**config.mk**
```make
export PLATFORM = sky130hd
export DESIGN_NAME = pdwrr_ctrl
export DESIGN_NICKNAME = d
export VERILOG_FILES = /design/src/rtl/priority_dwrr_packet_scheduler_defines.svh /design/src/rtl/pdwrr_pkg.sv /design/src/rtl/pdwrr_ctrl.sv
export SDC_FILE = /design/constraint.sdc
export NUM_CORES = 1
export LEC_CHECK = 0
export CORE_AREA = 4 4 41 43
export CTS_CLUSTER_DIAMETER = 80
export CTS_CLUSTER_SIZE = 16
export DETAILED_ROUTE_END_ITERATION = 6
export DIE_AREA = 0 0 45 47
export DONT_BUFFER_PORTS = 1
export PLACE_DENSITY = 0.56
export RECOVER_POWER = 100
export SKIP_CTS_REPAIR_TIMING = 1
export SKIP_LAST_GASP = 1
export SYNTH_ARGS = -nofsm -noshare
export SYNTH_HDL_FRONTEND = slang
export SYNTH_SLANG_ARGS = --single-unit
export TNS_END_PERCENT = 100
```
**constraint.sdc**
```tcl
create_clock -name clk -period 1.41 [get_ports clk]
set_input_delay 0.141 -clock clk [delete_from_list [all_inputs] [get_ports clk]]
set_output_delay 0.141 -clock clk [all_outputs]
set_load 0.005 [all_outputs]
```
**src/rtl/priority_dwrr_packet_scheduler_defines.svh**
```systemverilog
// Assertion macros used by the scheduler datapath.
`ifndef PRIORITY_DWRR_PACKET_SCHEDULER_DEFINES_SVH
`define PRIORITY_DWRR_PACKET_SCHEDULER_DEFINES_SVH

// Condition that must hold at every clock edge out of reset.
`define PDWRR_ASSERT_ALWAYS(label, cond, msg) \
    label: assert property (@(posedge clk) disable iff (!rst_n) (cond)) else $error(msg);

// Consequence that must hold in the cycle after the antecedent.
`define PDWRR_ASSERT_NEXT(label, ante, cons, msg) \
    label: assert property (@(posedge clk) disable iff (!rst_n) (ante) |=> (cons)) \
        else $error(msg);

`endif

```
**src/rtl/pdwrr_pkg.sv**
```systemverilog
// Types and constants of the priority DWRR packet scheduler.
package pdwrr_pkg;

    localparam int NUM_CLASSES     = 4;
    localparam int QUEUE_DEPTH     = 64;
    localparam int PRIORITY_LEVELS = 8;

    localparam int CLS_W   = $clog2(NUM_CLASSES);
    localparam int QPTR_W  = $clog2(QUEUE_DEPTH);
    localparam int FILL_W  = $clog2(QUEUE_DEPTH + 1);
    localparam int LVL_W   = $clog2(PRIORITY_LEVELS);
    localparam int RFILL_W = $clog2(NUM_CLASSES + 1);
    localparam int ADDR_W  = CLS_W + QPTR_W;
    localparam int STORE_DEPTH = NUM_CLASSES * QUEUE_DEPTH;
    localparam int LEN_W   = 16;
    localparam int Q_W     = 16;
    localparam int DEF_W   = 17;
    localparam int ROUND_W = LEN_W + 1;
    localparam int PROD_W  = ROUND_W + Q_W;
    localparam int DIVCNT_W = $clog2(LEN_W);
    localparam int CFG_IDX_W = 3;
    localparam int CFG_W   = 16;
    localparam int STATUS_W = 3;

    localparam logic [DEF_W-1:0] DEFICIT_MAX = {DEF_W{1'b1}};

    typedef enum logic [STATUS_W-1:0] {
        ST_ENQUEUED   = 3'd0,
        ST_DROP_UNCFG = 3'd1,
        ST_DROP_FULL  = 3'd2,
        ST_DEQUEUED   = 3'd3,
        ST_EMPTY      = 3'd4
    } res_status_t;

    typedef enum logic [CFG_IDX_W-1:0] {
        CFG_Q0 = 3'd0, CFG_Q1 = 3'd1, CFG_Q2 = 3'd2, CFG_Q3 = 3'd3,
        CFG_P0 = 3'd4, CFG_P1 = 3'd5, CFG_P2 = 3'd6, CFG_P3 = 3'd7
    } cfg_reg_t;

    typedef enum logic [3:0] {
        OP_IDLE, OP_ENQ, OP_FIND, OP_READ, OP_EVAL, OP_DIV,
        OP_RATIO, OP_MUL, OP_ADD, OP_SEND, OP_NONE
    } dp_op_t;

    typedef enum logic [3:0] {
        CS_IDLE, CS_ENQ, CS_FIND, CS_READ, CS_EVAL, CS_DIV,
        CS_RATIO, CS_CHECK, CS_MUL, CS_ADD, CS_SEND, CS_NONE
    } ctrl_state_t;

    typedef struct packed {
        logic   take;
        dp_op_t op;
    } ctrl_cmd_t;

    typedef struct packed {
        logic any_level;
        logic eval_div;
        logic idx_last;
        logic div_last;
        logic best_inf;
        logic out_free;
    } dp_status_t;

endpackage

```
**src/rtl/pdwrr_ctrl.sv**
```systemverilog
// Sequencer of the scheduler: steps the datapath through each request.
module pdwrr_ctrl import pdwrr_pkg::*; (
    input  logic       clk,
    input  logic       rst_n,
    input  logic       req_valid,
    input  logic       req_command,
    output logic       req_ready,
    input  dp_status_t status,
    output ctrl_cmd_t  cmd
);
    ctrl_state_t state_reg, state_next;

    // Hold the state
    always_ff @(posedge clk or negedge rst_n)
    begin
        if (!rst_n)
        begin
            state_reg <= CS_IDLE;
        end
        else
        begin
            state_reg <= state_next;
        end
    end

    // Advance and issue datapath operations
    always_comb
    begin
        state_next = state_reg;
        req_ready  = 1'b0;
        cmd.take   = 1'b0;
        cmd.op     = OP_IDLE;
        case (state_reg)
            CS_IDLE:
            begin
                req_ready = 1'b1;
                if (req_valid)
                begin
                    cmd.take   = 1'b1;
                    state_next = req_command ? CS_FIND : CS_ENQ;
                end
            end
            CS_ENQ:
            begin
                if (status.out_free)
                begin
                    cmd.op     = OP_ENQ;
                    state_next = CS_IDLE;
                end
            end
            CS_FIND:
            begin
                cmd.op     = OP_FIND;
                state_next = status.any_level ? CS_READ : CS_NONE;
            end
            CS_READ:
            begin
                cmd.op     = OP_READ;
                state_next = CS_EVAL;
            end
            CS_EVAL:
            begin
                cmd.op = OP_EVAL;
                if (status.eval_div)
                begin
                    state_next = CS_DIV;
                end
                else
                begin
                    state_next = status.idx_last ? CS_CHECK : CS_READ;
                end
            end
            CS_DIV:
            begin
                cmd.op = OP_DIV;
                if (status.div_last)
                begin
                    state_next = CS_RATIO;
                end
            end
            CS_RATIO:
            begin
                cmd.op     = OP_RATIO;
                state_next = status.idx_last ? CS_CHECK : CS_READ;
            end
            CS_CHECK:
            begin
                state_next = status.best_inf ? CS_NONE : CS_MUL;
            end
            CS_MUL:
            begin
                cmd.op     = OP_MUL;
                state_next = CS_ADD;
            end
            CS_ADD:
            begin
                cmd.op     = OP_ADD;
                state_next = status.idx_last ? CS_SEND : CS_MUL;
            end
            CS_SEND:
            begin
                if (status.out_free)
                begin
                    cmd.op     = OP_SEND;
                    state_next = CS_IDLE;
                end
            end
            CS_NONE:
            begin
                if (status.out_free)
                begin
                    cmd.op     = OP_NONE;
                    state_next = CS_IDLE;
                end
            end
            default:
            begin
                state_next = CS_IDLE;
            end
        endcase
    end
endmodule

```
# Word level (Yosys, flattened, before mapping)
# Index checks and enable logic that the tools add are counted.
# W data, S select, Z words.
# classes
addsub,0
multipliers,0
div_mod_pow,0
n_lt_le_gt_ge,0
n_eq_ne,14
n_shift,0
n_mux,17
bitwise,0
reduce_logical,3
# op_table
cell,count
$pmux W4 S10,2
$mux W4,6
$eq A4 B3 Y1 const B,4
$eq A4 B4 Y1 const B,4
$eq A4 B2 Y1 const B,2
$mux W2,3
$mux W3,2
$eq A4 B1 Y1 const B,1
$logic_not A4 Y1,1
$mux W1,4
$ne A2 B2 Y1 const B,2
$reduce_and A3 Y1,1
$reduce_or A3 Y1,1
$ne A2 B1 Y1 const B,1
# word_totals
ff_bits,4
latchBits,0
mem_bits_rw,0
rom_bits,0
inputBits,10
out_inout_bits,6
wordCells,35
n_memories,0

# Depth between registers and ports, before layout
# depth
ltp_word,4
mapped_depth,6
mapped_depth_nobuf,4

# Worst setup path before layout
# OpenSTA, ideal clock, no wires.
# synth_path
path_type,reg-to-reg
from,reg state_reg[1]
to,reg state_reg[0]
setup_time_ns,0.082
arrival_ns,1.126
required_ns,1.328
path_slack_ns,0.201
stages_incl_launch_ff,5
n_path_buf,0
synth_period_minus_slack_ns,1.209
cell_sequence,dfrtp_1 -> or3b_4 -> a21boi_2 -> a21oi_1 -> o22ai_1
# synth_between
elab_chain_cells,4
elab_cells_between_ends,18
classes_between,eq/ne: 14; mux: 1; reduce/logical: 3
# synth_lines
item,line_no,source
from (decl),pdwrr_ctrl.sv:11,"ctrl_state_t state_reg, state_next;"
from (signal assigned),pdwrr_ctrl.sv:22,state_reg <= state_next;
$eq A4 B4 Y1 or $eq A4 B1 Y1 (tied branches),pdwrr_ctrl.sv:33,case (state_reg)
$reduce_or A3 Y1 (no source line),--,
$ne A2 B1 Y1 (no source line),--,
$reduce_and A3 Y1 (no source line),--,
# Several ways; a longest one is shown, not always the timed one.
# A chain may end at the register's enable or synchronous reset.

==> results.cfg <==
[setup_path]
path_buf_inv = 1
slowest_delay_ps = 460
worst-path-max-fanout = 8
cp_slowest_cell = dfrtp_2
critical_path.cell_chain = buf_8 > a21oi_2 > mux2i_1 > o22ai_2
critical_path.endpoint_type = output port
crit_family = flip-flops
criticalPathCategory = reg2out
start_kind = flip-flop
cp.arrival_ps = 1260
worst_ep_required_time_ps = 1270

[detailed_routing]
detail_route.iter0.violations = 14
drtAntennaViolNets = 0
routed-via-count = 522
detail_route.drc_violations = 0
detail_route.first_pass.iterations = 4
via_per_inst = 5.74
detail_route.wirelength_mm = 1.33
detail_route.wl_per_cell_um = 14.6

[yosys]
synth.yosys.seq_area_share_pct = 22.0
yosys.cell_types.count = 27
synthTopCellsByArea = dfrtp_1, a21oi_1, nor2_1
synthesis.area_per_instance_um2 = 6.99
ys_async_rst_share_pct = 100
netlist.area_leader.share_pct = 22.0
synth-edff-count = 0
synth_fp_nets = 75
synth-seq-cells = 4
synthCells = 65
ys_warn_count = 0
post_synthesis_instance_area_um2 = 454
synth_top_area_cell = dfrtp_1
primary_ff_master_synth = dfrtp_1

[place]
pre_cts_ws_ps = 63.4
port_buffers = 0
place_hpwl_um = 862
dpl-instance-area_um2 = 490
globalplace.congestion = 0.794
dp_cells = 81

[sta]
worst_slew_pin_slew_ps = 191
relSlewSlack_pct = 86.9
final_min_period_over_clock_period_pct = 99.5
finalHoldViolCount = 0
setup_violations = 0
fmax_mhz = 712
final_worst_slack_ps = 6.47
unrepaired_setup_endpoints_after_global_routing = true
fin_worst_skew_ps = 1.92
finalWorstPathRequiredPeriod_ps = 1400
timing_max_transition_violations_final = 0

[global_routing]
first_global_vias = 454
grt_start_max_net_pins = 13
grt-busiest-layer = met2
grt_first_pass_wirelength_mm = 1.77
globalRouteOverflowTotal = 0
grtUsageMet3_pct = 0.766
grt.met1_usage_pct = 13.1
initial_antenna_violation_count = 0
globalRouteMet2Util_pct = 20.3
grtUsageTotal_pct = 11.3

[pwr]
max-vdd-ir-drop_v = 0.000911
reported_leakage_power_nw = 0.267
power-per-cell-area_nw_per_um2 = 2300
power_w = 0.00141

[die]
dieArea_um2 = 2120
pin_count = 16
die_h_um = 47
starting_utilization_of_the_core_area_pct = 34.9
die-width_um = 45
placementRows = 13
coreArea_um2 = 1300

[cells_and_area]
layout.cells.most_common_list = buf_4, nand2_1, nor2_1
antenna_cells = 0
design_area_um2 = 614
final_cells = 91
layout-area-overhead-vs-synth_pct = 35.3
largest_register_ffs = 4
num-nets-final = 88
drive_above_1_share_pct = 35.5
filler_cell_count = 135
layout.cells.most_common = buf_4

[job]
max-cap-violations = 0

[status]
status = finished, final reports clean

[clocking]
worst_case_clock_buffer_depth = 2
clock_tree.htree_level_count = 1
cts_tree = built
cts-buffers-inserted = 3
cts_num_sinks = 4
cts_root_buffer_type = clkbuf_4
worstSkewPairLatency_ps = 230
clk_pin_slew_worst_paths_ps = 40

[worst_hold_path]
hp-class = in2reg
## cell usage after synthesis (2+ instances only)
| master | number |
|---|---|
| o22ai_1 | 4 |
| nor2_1 | 8 |
| buf_2 | 4 |
| nand2_1 | 7 |
| nor2b_1 | 2 |
| mux2i_1 | 2 |
| o2bb2ai_1 | 2 |
| or3_1 | 2 |
| dfrtp_1 | 4 |
| nand2b_1 | 3 |
| o21ai_0 | 2 |
| inv_1 | 3 |
| nor3_1 | 2 |
| a21oi_1 | 7 |
## layout make-up
type                       instances  area [um^2]  share of cell area [%]
timing repair buffer              13          105                    17.1
inverter                           3         11.3                    1.83
tap                               15         18.8                    3.05
clock buffer                       3         22.5                    3.67
sequential                         4          104                    16.9
multi-input combinational         53          353                    57.4
## where the power goes
part	switching, W	leakage, nW	total, W	internal (W)
registers	0.0000904	0.0485	0.000259	0.000168
clock network	0.0000452	0.0138	0.000140	0.0000951
logic	0.000491	0.204	0.00101	0.000522
## logic make-up (layout without fill, tap and decap cells)
| kind of cell | count (synthesis) | after routing | synth area share [%] |
|---|---|---|---|
| simple gates | 28 | 28 | 30.9 |
| compound gates | 23 | 23 | 34.2 |
| buf+inv | 8 | 19 | 8.54 |
| flops | 4 | 4 | 22.0 |
| mux | 2 | 2 | 4.41 |
## path summary, 6_finish.rpt
path,start,to,slack [ps],depth (start not counted)
min in group asynchronous,rst_n,state_reg[1],180,1
setup reg to reg,state_reg[0],state_reg[0],60,5
hold / removal,status[0],state_reg[3],150,2
max in group asynchronous,rst_n,state_reg[3],1050,1
setup / recovery,state_reg[1],cmd[0],6,4
hold reg to reg,state_reg[3],state_reg[3],750,2
## metrics by stage
step                      hold WS (ps)  setup TNS [ps]  utilization (%)
after floorplan                   -155               0                -
after global placement            -154               0             37.7
after detailed placement          -154               0             37.7
after CTS                         -403            -658             39.4
after global routing               168            -126             47.2
final                              150               0             47.2
## layer usage
| metal | wire [um] | up-vias |
|---|---|---|
| li1 | - | 259 |
| met1 | 561 | 243 |
| met2 | 681 | 18 |
| met3 | 66 | 2 |
| met4 | 16 | 0 |
| met5 | 0 | - |
(Power assumes the default switching activity.)
